[config.mk]
export PLATFORM = sky130hd
export DESIGN_NAME = ssrc_member_table_with_aging
export DESIGN_NICKNAME = d
export VERILOG_FILES = /design/src/rtl/smt_pkg.sv /design/src/rtl/smt_ram.sv /design/src/rtl/smt_ctrl.sv /design/src/rtl/smt_datapath.sv /design/src/rtl/ssrc_member_table_with_aging.sv
export SDC_FILE = /design/constraint.sdc
export NUM_CORES = 2
export LEC_CHECK = 0
export BUFFER_PORTS_ARGS = -buffer_cell sky130_fd_sc_hd__buf_2
export CAP_MARGIN = 20
export CORE_MARGIN = 8
export CORE_UTILIZATION = 60
export DETAILED_ROUTE_END_ITERATION = 16
export GPL_TIMING_DRIVEN = 0
export PLACE_DENSITY = 0.72
export SYNTH_ARGS = -nofsm -noshare
export SYNTH_HDL_FRONTEND = slang
export SYNTH_MEMORY_MAX_BITS = 65536
export SYNTH_SLANG_ARGS = --single-unit
[constraint.sdc]
create_clock -name clk -period 9.3 [get_ports clk]
set_input_delay 1.395 -clock clk [delete_from_list [all_inputs] [get_ports clk]]
set_output_delay 1.395 -clock clk [all_outputs]
set_load 0.005 [all_outputs]
[src/rtl/smt_pkg.sv]
// Shared types and constants for the session member table with aging.
package smt_pkg;

    localparam int ENTRIES_DEF  = 64;
    localparam int ID_W         = 32;
    localparam int TIME_W       = 32;
    localparam int CNT_OUT_W    = 7;
    localparam int LOCAL_PARTY  = 1;

    // One stored entry: {valid, ssrc, time}.
    localparam int ENTRY_W      = 1 + ID_W + TIME_W;
    localparam int ENTRY_VLD    = ENTRY_W - 1;

    localparam int S_TDATA_W    = ID_W + 2 * TIME_W;
    localparam int M_TDATA_W    = 24;

    typedef enum logic [1:0] {
        OP_NOTE   = 2'd0,
        OP_REMOVE = 2'd1,
        OP_REAP   = 2'd2,
        OP_LOOKUP = 2'd3
    } op_t;

    // Commands from the controller to the datapath.
    typedef struct packed {
        logic clear;
        logic start;
        logic issue;
        logic commit;
        logic load;
    } cmd_t;

    // Status from the datapath to the controller.
    typedef struct packed {
        logic last_addr;
        logic out_free;
    } stat_t;

endpackage

[src/rtl/smt_ram.sv]
// Generic simple dual-port RAM with one write port and a registered read port.
module smt_ram #(
    parameter int WIDTH = 8,
    parameter int DEPTH = 64
) (
    input  logic                     clk,
    input  logic                     wr_en,
    input  logic [$clog2(DEPTH)-1:0] wr_addr,
    input  logic [WIDTH-1:0]         wr_data,
    input  logic                     rd_en,
    input  logic [$clog2(DEPTH)-1:0] rd_addr,
    output logic [WIDTH-1:0]         rd_data
);

    logic [WIDTH-1:0] mem [DEPTH];
    logic [WIDTH-1:0] rd_data_reg;

    always_ff @(posedge clk)
    begin
        if (wr_en)
        begin
            mem[wr_addr] <= wr_data;
        end
        if (rd_en)
        begin
            rd_data_reg <= mem[rd_addr];
        end
    end

    assign rd_data = rd_data_reg;

endmodule

[src/rtl/smt_ctrl.sv]
// Controller state machine: clearing pass, table scan, commit and result hand-off.
module smt_ctrl (
    input  logic          clk,
    input  logic          rst_n,
    input  logic          s_tvalid,
    output logic          s_tready,
    input  smt_pkg::stat_t stat,
    output smt_pkg::cmd_t  cmd
);

    import smt_pkg::*;

    typedef enum logic [2:0] {
        ST_CLEAR,
        ST_IDLE,
        ST_SCAN,
        ST_DRAIN,
        ST_COMMIT,
        ST_OUT
    } state_t;

    state_t state_reg;
    state_t state_next;

    always_comb
    begin
        state_next = state_reg;
        case (state_reg)
            ST_CLEAR:
            begin
                if (stat.last_addr)
                begin
                    state_next = ST_IDLE;
                end
            end
            ST_IDLE:
            begin
                if (s_tvalid)
                begin
                    state_next = ST_SCAN;
                end
            end
            ST_SCAN:
            begin
                if (stat.last_addr)
                begin
                    state_next = ST_DRAIN;
                end
            end
            ST_DRAIN:  state_next = ST_COMMIT;
            ST_COMMIT: state_next = ST_OUT;
            ST_OUT:
            begin
                if (stat.out_free)
                begin
                    state_next = ST_IDLE;
                end
            end
            default:   state_next = ST_IDLE;
        endcase
    end

    always_ff @(posedge clk or negedge rst_n)
    begin
        if (!rst_n)
        begin
            state_reg <= ST_CLEAR;
        end
        else
        begin
            state_reg <= state_next;
        end
    end

    assign s_tready   = (state_reg == ST_IDLE);
    assign cmd.clear  = (state_reg == ST_CLEAR);
    assign cmd.start  = (state_reg == ST_IDLE) && s_tvalid;
    assign cmd.issue  = (state_reg == ST_SCAN);
    assign cmd.commit = (state_reg == ST_COMMIT);
    assign cmd.load   = (state_reg == ST_OUT) && stat.out_free;

    a_accept_scans: assert property (@(posedge clk) disable iff (!rst_n)
        (s_tvalid && s_tready) |=> (state_reg == ST_SCAN))
        else $error("accepted word did not start a scan");

    a_scan_ends_commit: assert property (@(posedge clk) disable iff (!rst_n)
        (state_reg == ST_DRAIN) |=> cmd.commit)
        else $error("drain not followed by commit");

    a_load_returns_idle: assert property (@(posedge clk) disable iff (!rst_n)
        cmd.load |=> s_tready)
        else $error("result load did not return to idle");

endmodule

[src/rtl/smt_datapath.sv]
// Datapath: entry memory, scan address counter, match logic, counters and result register.
module smt_datapath #(
    parameter int ENTRIES = smt_pkg::ENTRIES_DEF
) (
    input  logic                            clk,
    input  logic                            rst_n,
    input  smt_pkg::cmd_t                   cmd,
    output smt_pkg::stat_t                  stat,
    input  smt_pkg::op_t                    op,
    input  logic [smt_pkg::ID_W-1:0]        ssrc,
    input  logic [smt_pkg::TIME_W-1:0]      time_count,
    input  logic [smt_pkg::TIME_W-1:0]      threshold,
    output logic                            m_tvalid,
    input  logic                            m_tready,
    output logic [smt_pkg::M_TDATA_W-1:0]   m_tdata
);

    import smt_pkg::*;

    localparam int IDX_W  = $clog2(ENTRIES);
    localparam int CNT_W  = $clog2(ENTRIES + 2);
    localparam int RCNT_W = $clog2(ENTRIES + 1);

    // Latched input word.
    op_t                 op_reg;
    logic [ID_W-1:0]     ssrc_reg;
    logic [TIME_W-1:0]   time_reg;
    logic [TIME_W-1:0]   thr_reg;

    logic [IDX_W-1:0]    addr_reg;
    logic [IDX_W-1:0]    rd_idx_reg;
    logic                rd_valid_reg;

    logic                found_reg;
    logic [IDX_W-1:0]    match_idx_reg;
    logic                free_found_reg;
    logic [IDX_W-1:0]    free_idx_reg;
    logic                was_new_reg;
    logic                full_reg;
    logic [RCNT_W-1:0]   reaped_reg;
    logic [CNT_W-1:0]    members_reg;

    logic                m_tvalid_reg;
    logic [M_TDATA_W-1:0] m_tdata_reg;

    logic                wr_en;
    logic [IDX_W-1:0]    wr_addr;
    logic [ENTRY_W-1:0]  wr_data;
    logic [ENTRY_W-1:0]  rd_data;

    logic                last_addr;
    logic                ent_valid;
    logic [ID_W-1:0]     ent_ssrc;
    logic [TIME_W-1:0]   ent_time;
    logic                hit;
    logic                rm_clear;
    logic                reap_clear;
    logic                scan_clear;
    logic                note_write;
    logic                note_new;

    logic [CNT_W+CNT_OUT_W-1:0]  members_ext;
    logic [RCNT_W+CNT_OUT_W-1:0] reaped_ext;

    smt_ram #(
        .WIDTH (ENTRY_W),
        .DEPTH (ENTRIES)
    ) u_ram (
        .clk     (clk),
        .wr_en   (wr_en),
        .wr_addr (wr_addr),
        .wr_data (wr_data),
        .rd_en   (cmd.issue),
        .rd_addr (addr_reg),
        .rd_data (rd_data)
    );

    assign last_addr  = (addr_reg == IDX_W'(ENTRIES - 1));
    assign ent_valid  = rd_data[ENTRY_VLD];
    assign ent_ssrc   = rd_data[ENTRY_VLD-1 -: ID_W];
    assign ent_time   = rd_data[TIME_W-1:0];
    assign hit        = rd_valid_reg && ent_valid && (ent_ssrc == ssrc_reg);

    // Remove drops only the first match; reap drops every stale entry it passes.
    assign rm_clear   = hit && (op_reg == OP_REMOVE) && !found_reg;
    assign reap_clear = rd_valid_reg && ent_valid && (op_reg == OP_REAP)
                        && (ent_time < thr_reg);
    assign scan_clear = rm_clear || reap_clear;

    assign note_write = cmd.commit && (op_reg == OP_NOTE) && (found_reg || free_found_reg);
    assign note_new   = note_write && !found_reg;

    always_comb
    begin
        wr_en   = 1'b0;
        wr_addr = addr_reg;
        wr_data = '0;
        if (cmd.clear)
        begin
            wr_en = 1'b1;
        end
        else if (scan_clear)
        begin
            wr_en   = 1'b1;
            wr_addr = rd_idx_reg;
            wr_data = {1'b0, ent_ssrc, ent_time};
        end
        else if (note_write)
        begin
            wr_en   = 1'b1;
            wr_addr = found_reg ? match_idx_reg : free_idx_reg;
            wr_data = {1'b1, ssrc_reg, time_reg};
        end
    end

    always_ff @(posedge clk)
    begin
        if (cmd.start)
        begin
            op_reg   <= op;
            ssrc_reg <= ssrc;
            time_reg <= time_count;
            thr_reg  <= threshold;
        end
        if (cmd.issue)
        begin
            rd_idx_reg <= addr_reg;
        end
        if (hit && !found_reg)
        begin
            match_idx_reg <= rd_idx_reg;
        end
        if (rd_valid_reg && !ent_valid && !free_found_reg)
        begin
            free_idx_reg <= rd_idx_reg;
        end
        if (cmd.load)
        begin
            m_tdata_reg <= {
                {(M_TDATA_W - 3 - 2 * CNT_OUT_W){1'b0}},
                members_ext[CNT_OUT_W-1:0],
                reaped_ext[CNT_OUT_W-1:0],
                full_reg,
                found_reg && (op_reg != OP_NOTE),
                was_new_reg
            };
        end
    end

    always_ff @(posedge clk or negedge rst_n)
    begin
        if (!rst_n)
        begin
            addr_reg       <= '0;
            rd_valid_reg   <= 1'b0;
            found_reg      <= 1'b0;
            free_found_reg <= 1'b0;
            was_new_reg    <= 1'b0;
            full_reg       <= 1'b0;
            reaped_reg     <= '0;
            members_reg    <= CNT_W'(LOCAL_PARTY);
            m_tvalid_reg   <= 1'b0;
        end
        else
        begin
            rd_valid_reg <= cmd.issue;
            if (cmd.clear || cmd.issue)
            begin
                addr_reg <= last_addr ? '0 : addr_reg + 1'b1;
            end

            if (cmd.start)
            begin
                found_reg      <= 1'b0;
                free_found_reg <= 1'b0;
                was_new_reg    <= 1'b0;
                full_reg       <= 1'b0;
                reaped_reg     <= '0;
            end
            else
            begin
                if (hit && (op_reg != OP_REAP))
                begin
                    found_reg <= 1'b1;
                end
                if (rd_valid_reg && !ent_valid)
                begin
                    free_found_reg <= 1'b1;
                end
                if (reap_clear)
                begin
                    reaped_reg <= reaped_reg + 1'b1;
                end
                if (cmd.commit && (op_reg == OP_NOTE) && !found_reg)
                begin
                    was_new_reg <= free_found_reg;
                    full_reg    <= !free_found_reg;
                end
            end

            if (scan_clear)
            begin
                members_reg <= members_reg - 1'b1;
            end
            else if (note_new)
            begin
                members_reg <= members_reg + 1'b1;
            end

            if (cmd.load)
            begin
                m_tvalid_reg <= 1'b1;
            end
            else if (m_tready)
            begin
                m_tvalid_reg <= 1'b0;
            end
        end
    end

    assign members_ext = {{CNT_OUT_W{1'b0}}, members_reg};
    assign reaped_ext  = {{CNT_OUT_W{1'b0}}, reaped_reg};

    assign stat.last_addr = last_addr;
    assign stat.out_free  = !m_tvalid_reg || m_tready;
    assign m_tvalid       = m_tvalid_reg;
    assign m_tdata        = m_tdata_reg;

    a_members_range: assert property (@(posedge clk) disable iff (!rst_n)
        (members_reg >= CNT_W'(LOCAL_PARTY))
        && (members_reg <= CNT_W'(ENTRIES + LOCAL_PARTY)))
        else $error("member count out of range");

    a_commit_after_drain: assert property (@(posedge clk) disable iff (!rst_n)
        cmd.commit |-> !rd_valid_reg)
        else $error("commit overlaps a scan read");

    a_new_or_full: assert property (@(posedge clk) disable iff (!rst_n)
        m_tvalid_reg |-> !(m_tdata_reg[0] && m_tdata_reg[2]))
        else $error("result flags both new and full");

endmodule

[src/rtl/ssrc_member_table_with_aging.sv]
// Session member table with aging: top level joining controller and datapath.
//
// Usage: one input word carries an operation in s_tuser (note, remove, reap,
// lookup) and ssrc, time_count and threshold in s_tdata. Each accepted word
// gives exactly one result word on the m_ side with was_new, found,
// table_full, reaped_count and member_count.
// Every operation scans all ENTRIES entries of the table memory, one entry per
// cycle through its registered read port, then drains the last read, does the
// commit write and loads the result register once it is free. The next word
// is accepted only after that result has been loaded.
// After reset all ENTRIES entries of the table memory are swept clear, one
// entry a cycle; s_tready stays low during that pass. The member count starts at one
// for the local party.
// A finished result waits in the output register while m_tready is low; the
// next word may be accepted and scanned meanwhile, and its result is loaded
// only once the register is free.
module ssrc_member_table_with_aging #(
    parameter int ENTRIES = smt_pkg::ENTRIES_DEF
) (
    input  logic                            clk,
    input  logic                            rst_n,
    input  logic                            s_tvalid,
    output logic                            s_tready,
    // s_tdata: ssrc [31:0], time_count [63:32], threshold [95:64]
    input  logic [smt_pkg::S_TDATA_W-1:0]   s_tdata,
    // s_tuser: op [1:0]
    input  logic [1:0]                      s_tuser,
    output logic                            m_tvalid,
    input  logic                            m_tready,
    // m_tdata: was_new [0], found [1], table_full [2], reaped_count [9:3],
    // member_count [16:10], zero fill [23:17]
    output logic [smt_pkg::M_TDATA_W-1:0]   m_tdata
);

    import smt_pkg::*;

    cmd_t  cmd;
    stat_t stat;

    smt_ctrl u_ctrl (
        .clk      (clk),
        .rst_n    (rst_n),
        .s_tvalid (s_tvalid),
        .s_tready (s_tready),
        .stat     (stat),
        .cmd      (cmd)
    );

    smt_datapath #(
        .ENTRIES (ENTRIES)
    ) u_datapath (
        .clk        (clk),
        .rst_n      (rst_n),
        .cmd        (cmd),
        .stat       (stat),
        .op         (op_t'(s_tuser)),
        .ssrc       (s_tdata[ID_W-1:0]),
        .time_count (s_tdata[ID_W+TIME_W-1:ID_W]),
        .threshold  (s_tdata[S_TDATA_W-1:ID_W+TIME_W]),
        .m_tvalid   (m_tvalid),
        .m_tready   (m_tready),
        .m_tdata    (m_tdata)
    );

endmodule

# ---- Word level (Yosys, flattened, before mapping)
# Memory sizes are Yosys's and may differ from the RTL's. A register that Yosys moved wholly into a read port is not among the register bits.
# Cells that the tools add are included.
dict set report word_totals {
  reg_bits 162
  mem_bits_rw 4160
  in_bits 102
  output_inout_bits 26
  wordCells 105
  memories 1
}
dict set report classes {
  addsub 4
  magnitude_cmp 1
  eq_ne 14
  n_mux 32
  n_reduce_logical 35
}
# name depth word_bits read_ports rd_clocked_by_memory_dff write_ports line_no
set memory_table {}
lappend memory_table {u_datapath.u_ram.mem 64 65 1 1 1 smt_ram.sv:15} ;# logic [WIDTH-1:0] mem [DEPTH];
# cell count
set op_table {}
lappend op_table {{$mux 65} 3}
lappend op_table {{$eq 32x32->1} 1}
lappend op_table {{$lt 32x32->1} 1}
lappend op_table {{$mux 6} 5}
lappend op_table {{$mux 7} 4}
lappend op_table {{$pmux 3 s6} 1}
lappend op_table {{$logic_and 1x1->1} 17}
lappend op_table {{$mux 1} 15}
lappend op_table {{$add 7x1->7 const B} 2}
lappend op_table {{$reduce_bool 2->1} 7}
lappend op_table {{$mux 3} 4}
lappend op_table {{$sub 7x1->7 const B} 1}
lappend op_table {{$add 6x1->6 const B} 1}
lappend op_table {{$eq 3x2->1 const B} 2}
lappend op_table {{$eq 3x3->1 const B} 2}
lappend op_table {{$eq 6x6->1 const B} 1}
lappend op_table {{$ne 2x2->1 const B} 3}
lappend op_table {{$logic_not 1->1} 4}
lappend op_table {{$logic_or 1x1->1} 4}
lappend op_table {{$ne 2x1->1 const B} 2}
lappend op_table {{$reduce_and 4->1} 1}
lappend op_table {{$eq 3x1->1 const B} 1}
lappend op_table {{$logic_not 3->1} 1}
lappend op_table {{$eq 2x1->1 const B} 1}
lappend op_table {{other kinds (2)} 2}

# ---- Depth between registers and ports, before layout
dict set report depth {
  depth_word 9
  ltp_mapped 17
  depth_no_buf 16
}

# ---- Hierarchy
# Synthesis repeated with hierarchy kept, for this count alone.
dict set report unflattened {
  hier_cells 7190
  area_unflattened_um2 166827.5
}
# mod instances cells_each area_per_inst_um2 seq_area_each_um2
set modules_own_cells {}
lappend modules_own_cells {smt_ram 1 6606 158981.2 126871.7}
lappend modules_own_cells {smt_datapath 1 566 7653.6 4645.7}
lappend modules_own_cells {smt_ctrl 1 18 192.7 75.1}

# ---- Least setup slack after synthesis
# Ideal clock, no wire load.
dict set report synth_timing {
  kind {input-to-reg}
  start {input port s_tvalid}
  end {register u_datapath.op_reg[0] (enable)}
  setup_ns 0.569
  t_arrival_ns 5.830
  required_ns 8.731
  path_slack_ns 2.901
  path_stages 2
  n_path_buf 0
  cell_sequence {nand2_1 > nor2_1}
}
# element line_no
set synth_rtl {}
lappend synth_rtl {{from (decl)} ssrc_member_table_with_aging.sv:22} ;# input logic s_tvalid,
lappend synth_rtl {{to (signal assigned)} smt_datapath.sv:120} ;# op_reg <= op;
lappend synth_rtl {{to (decl)} smt_datapath.sv:25} ;# op_t op_reg;

# ---- Worst setup path in the final report
dict set report layout_timing {
  start {register u_datapath.ssrc_reg[26]}
  end {memory u_datapath.u_ram.mem[61][62] (netlist name), data pin}
}
dict set report layout_between {
  elab_chain_cells 7
}
# element line_no
set layout_lines {}
lappend layout_lines {{from (decl)} smt_datapath.sv:26} ;# logic [ID_W-1:0] ssrc_reg;
lappend layout_lines {{from (signal assigned)} smt_datapath.sv:121} ;# ssrc_reg <= ssrc;
lappend layout_lines {{$eq 32x32->1} smt_datapath.sv:82} ;# assign hit = rd_valid_reg && ent_valid && (ent_ssrc == ssrc_reg);
lappend layout_lines {{$logic_and 1x1->1} smt_datapath.sv:82}
lappend layout_lines {{$logic_and 1x1->1 (2 in a row)} smt_datapath.sv:85} ;# assign rm_clear = hit && (op_reg == OP_REMOVE) && !found_reg;
lappend layout_lines {{$logic_or 1x1->1} smt_datapath.sv:88} ;# assign scan_clear = rm_clear || reap_clear;
lappend layout_lines {{$mux 65} smt_datapath.sv:102} ;# else if (scan_clear)
lappend layout_lines {{$mux 65} smt_datapath.sv:98} ;# if (cmd.clear)
lappend layout_lines {{via u_datapath.u_ram.wr_data[62]} smt_ram.sv:9} ;# input logic [WIDTH-1:0] wr_data,
lappend layout_lines {{to (decl)} smt_ram.sv:15}
# The timed path passes the listed nets, and every way through them passes these cells.

==> impl_metrics.toml <==
[status]
run_status = "complete, no violations"

[layout]
fillers = 15450
largest_reg_flops = 4160
final_area_um2 = 193000
final_nets = 7599
syn2layout_area_growth_pct = 15.9
drive_gt1_share_pct = 33.6
register_area_um2 = 132000
instances_no_fill = 11548
multiInputGateArea_um2 = 34400

[die]
die_w_um = 543
io_pins = 128
coreArea_um2 = 276000
rows = 193
start_util_pct = 60.3
dieArea_um2 = 295000
dieHeight_um = 543

[timing]
finalCriticalPeriod_ns = 7.36
hold_viol_final = 0
tns_ns = 0
final-setup-viol-count = 0
finalCritPeriodShare_pct = 79.2
slew_violations = 0
relSlewSlack_pct = 15.4
rsz0062_at_grt = "no"
fmax_mhz = 136
skew_ns = 0.0481
tightest_slew_ns = 1.27

[clock_tree]
cts_tree = "built"
holdBufCountCts = 0
cts_sinks = 4387
cts_buffers = 425
cts-root-buf = "clkbuf_16"
cts_setup_buffers = 0
clk_pin_slew_worst_paths_ns = 0.06
cts_resized = 0
clk_latency_ns = 0.97
clk_path_buf_depth = 4
htree_levels = 5

[global_route]
met3_usage_pct = 7.32
grt_use_met2_pct = 48.8
first_global_vias = 81751
grt_pass1_wl_um = 622000
busiest_layer = "met2"
grt_antenna_before_repair = 28
grt_max_degree = 65
grtUsageTotal_pct = 30.1
overflow = 0
use_met1_pct = 39.4

[synthesis]
async_reset_ff_share_pct = 0.661
synth-seq-area-share_pct = 78.9
ys.flop_type = "edfxtp_1"
yosys_warnings = 0
syn_area_per_cell_um2 = 25.4
synthDistinctLibCells = 57
syn-cell-area_um2 = 167000
synth_edf_count = 4358
synthCells = 6559
yosys_register_bits = 4387

[critical_path]
startpoint_type = "flop"
worstSetupEndpointType = "flop"
worst_path_max_delay_cell = "a22o_2"
worst-setup-path-type = "reg2reg"
cp_slowest_stage_delay_ns = 1.07
worst_ep_required_time_ns = 9.87
path_max_fanout = 64
cp.arrival_ns = 7.94
path_cells = "xnor2_1 > nand4_1 > or3_1 > nor4_4 > a2bb2oi_4 > nor2_1 > buf_2 > buf_1 > a22o_2"

[pwr]
p_switching_w = 0.0178
clock_power_share_pct = 28.9
swShare_pct = 30.2
p_leak_nw = 57.8
power_density_nw_per_um2 = 305
internal_power_w = 0.0411
p_seq_share_pct = 41.0
peakVddDrop_v = 0.000210
power_frac_comb_pct = 30.1

[hold_path]
hold_path.class = "reg2reg"

[run]
max_cap_viol_count = 0

[detailed_routing]
wl_per_cell_um = 38.7
wirelength_um = 447000
drt_first_pass_iters = 8
num_vias = 80024
drc = 0
drtIter0Drc = 11316
drtAntennaViolNets = 0
viasPerCell = 6.93

[placed_design]
hpwlAfterDp_um = 296000
placed_area_um2 = 179000
gp_congestion = 0.808
dp_cells = 10678
io_buffers = 120
Yosys cell counts, drive strengths merged, types with 3 or more instances:
cell type | number | area [µm²]
edfxtp | 4358 | 131000
mux4 | 1365 | 30700
clkbuf | 237 | 890
buf | 101 | 419
nor2 | 92 | 345
a22o | 57 | 499
inv | 42 | 158
ha | 38 | 475
xor2 | 34 | 298
dfrtp | 28 | 701
a21oi | 27 | 150
nand2 | 26 | 97.6
nand3 | 21 | 105
o21ai | 17 | 85.1
xnor2 | 11 | 96.3
nor4 | 9 | 71.3
nand4 | 8 | 50.1
a22oi | 7 | 52.6
mux2 | 7 | 78.8
a21o | 6 | 45.0
o22ai | 6 | 43.8
or3 | 6 | 37.5
and3 | 5 | 31.3
and4 | 5 | 43.8
a2bb2oi | 4 | 52.6
nand2b | 4 | 25.0
nor2b | 4 | 25.0
nor3 | 4 | 20.0
mux2i | 3 | 30.0
o2bb2ai | 3 | 26.3
per-stage QoR:
stage,util (%),total power (W),hold WS [ns],setup WS [ns]
floorplan,-,0.0346,0.419,2.90
global placement,62.2,0.0405,0.430,-4.86
detailed placement,64.6,0.0416,0.441,2.51
CTS,69.5,0.0586,0.458,2.36
global route,69.9,0.0603,0.484,2.10
finish,69.9,0.0589,0.465,1.94
logic make-up after synthesis:
logic type               Yosys count  synth area share (%)
flip-flops                      4387                  78.9
other                              1               0.00225
AND/OR/NAND/NOR                  189                 0.532
AO/OA/AOI/OAI                    143                 0.654
XOR/XNOR                          45                 0.236
buffers and inverters            380                 0.879
adder cells (fa/ha/maj)           39                 0.297
multiplexers                    1375                  18.5
layout make-up:
| type | instances | share of cell area [%] |
|---|---|---|
| Clock buffer | 519 | 5.83 |
| Multi-Input combinational cell | 1798 | 17.8 |
| Tap cell | 3705 | 2.40 |
| Antenna cell | 27 | 0.0350 |
| Inverter | 42 | 0.0816 |
| Clock inverter | 266 | 1.25 |
| Timing Repair Buffer | 466 | 3.82 |
| Sequential cell | 4387 | 68.1 |
| Buffer | 338 | 0.697 |
cell usage in the layout, fill, tap and decap left out, types with 35 or more instances in the layout:
master	count
buf_12	203
inv_1	41
buf_1	80
clkinv_1	113
a22o_2	57
edfxtp_1	4358
buf_16	50
bufinv_16	35
ha_1	38
clkinv_2	79
buf_8	83
buf_2	135
clkbuf_16	433
mux4_2	1365
nor2_4	72
clkbuf_1	285
power by group through the flow:
stage | Combinational [W] | Clock [W] | Sequential [W]
final | 0.0178 | 0.0170 | 0.0241
after global routing | 0.0183 | 0.0178 | 0.0242
after global placement | 0.0157 | 0 | 0.0248
after detailed placement | 0.0171 | 0 | 0.0245
after floorplan | 0.0102 | 0 | 0.0244
after CTS | 0.0174 | 0.0171 | 0.0241
final timing paths:
kind                                          from                           end  slack, ns  cells after the start
setup / recovery           u_datapath.ssrc_reg[26]  u_datapath.u_ram.mem[61][62]       1.94                      9
hold / removal              u_datapath.addr_reg[3]      u_datapath.rd_idx_reg[3]       0.46                      0
setup reg to reg           u_datapath.ssrc_reg[26]  u_datapath.u_ram.mem[61][62]       1.94                      9
hold reg to reg             u_datapath.addr_reg[3]      u_datapath.rd_idx_reg[3]       0.46                      0
max in group asynchronous                    rst_n           u_datapath.full_reg       8.10                      1
min in group asynchronous                    rst_n     u_datapath.members_reg[2]       0.59                      1
critical path, delay by kind of cell (launching register included):
kind | cells | cell delay, ns
and+or+nand+nor | 4 | 2.79
AOI/OAI and AO/OA | 2 | 1.43
xor gates and xnor gates | 1 | 0.83
DFF | 1 | 0.48
buffers and inverters | 2 | 1.39
routing by layer:
| metal | wire length [µm] | part of all wire [%] | up-vias |
|---|---|---|---|
| met5 | 106 | 0.024 | - |
| met4 | 22900 | 5.1 | 14 |
| li1 | - | - | 30556 |
| met2 | 220000 | 49 | 5696 |
| met1 | 155000 | 35 | 42709 |
| met3 | 49600 | 11 | 1049 |
Power figures use the tool's default switching activity.
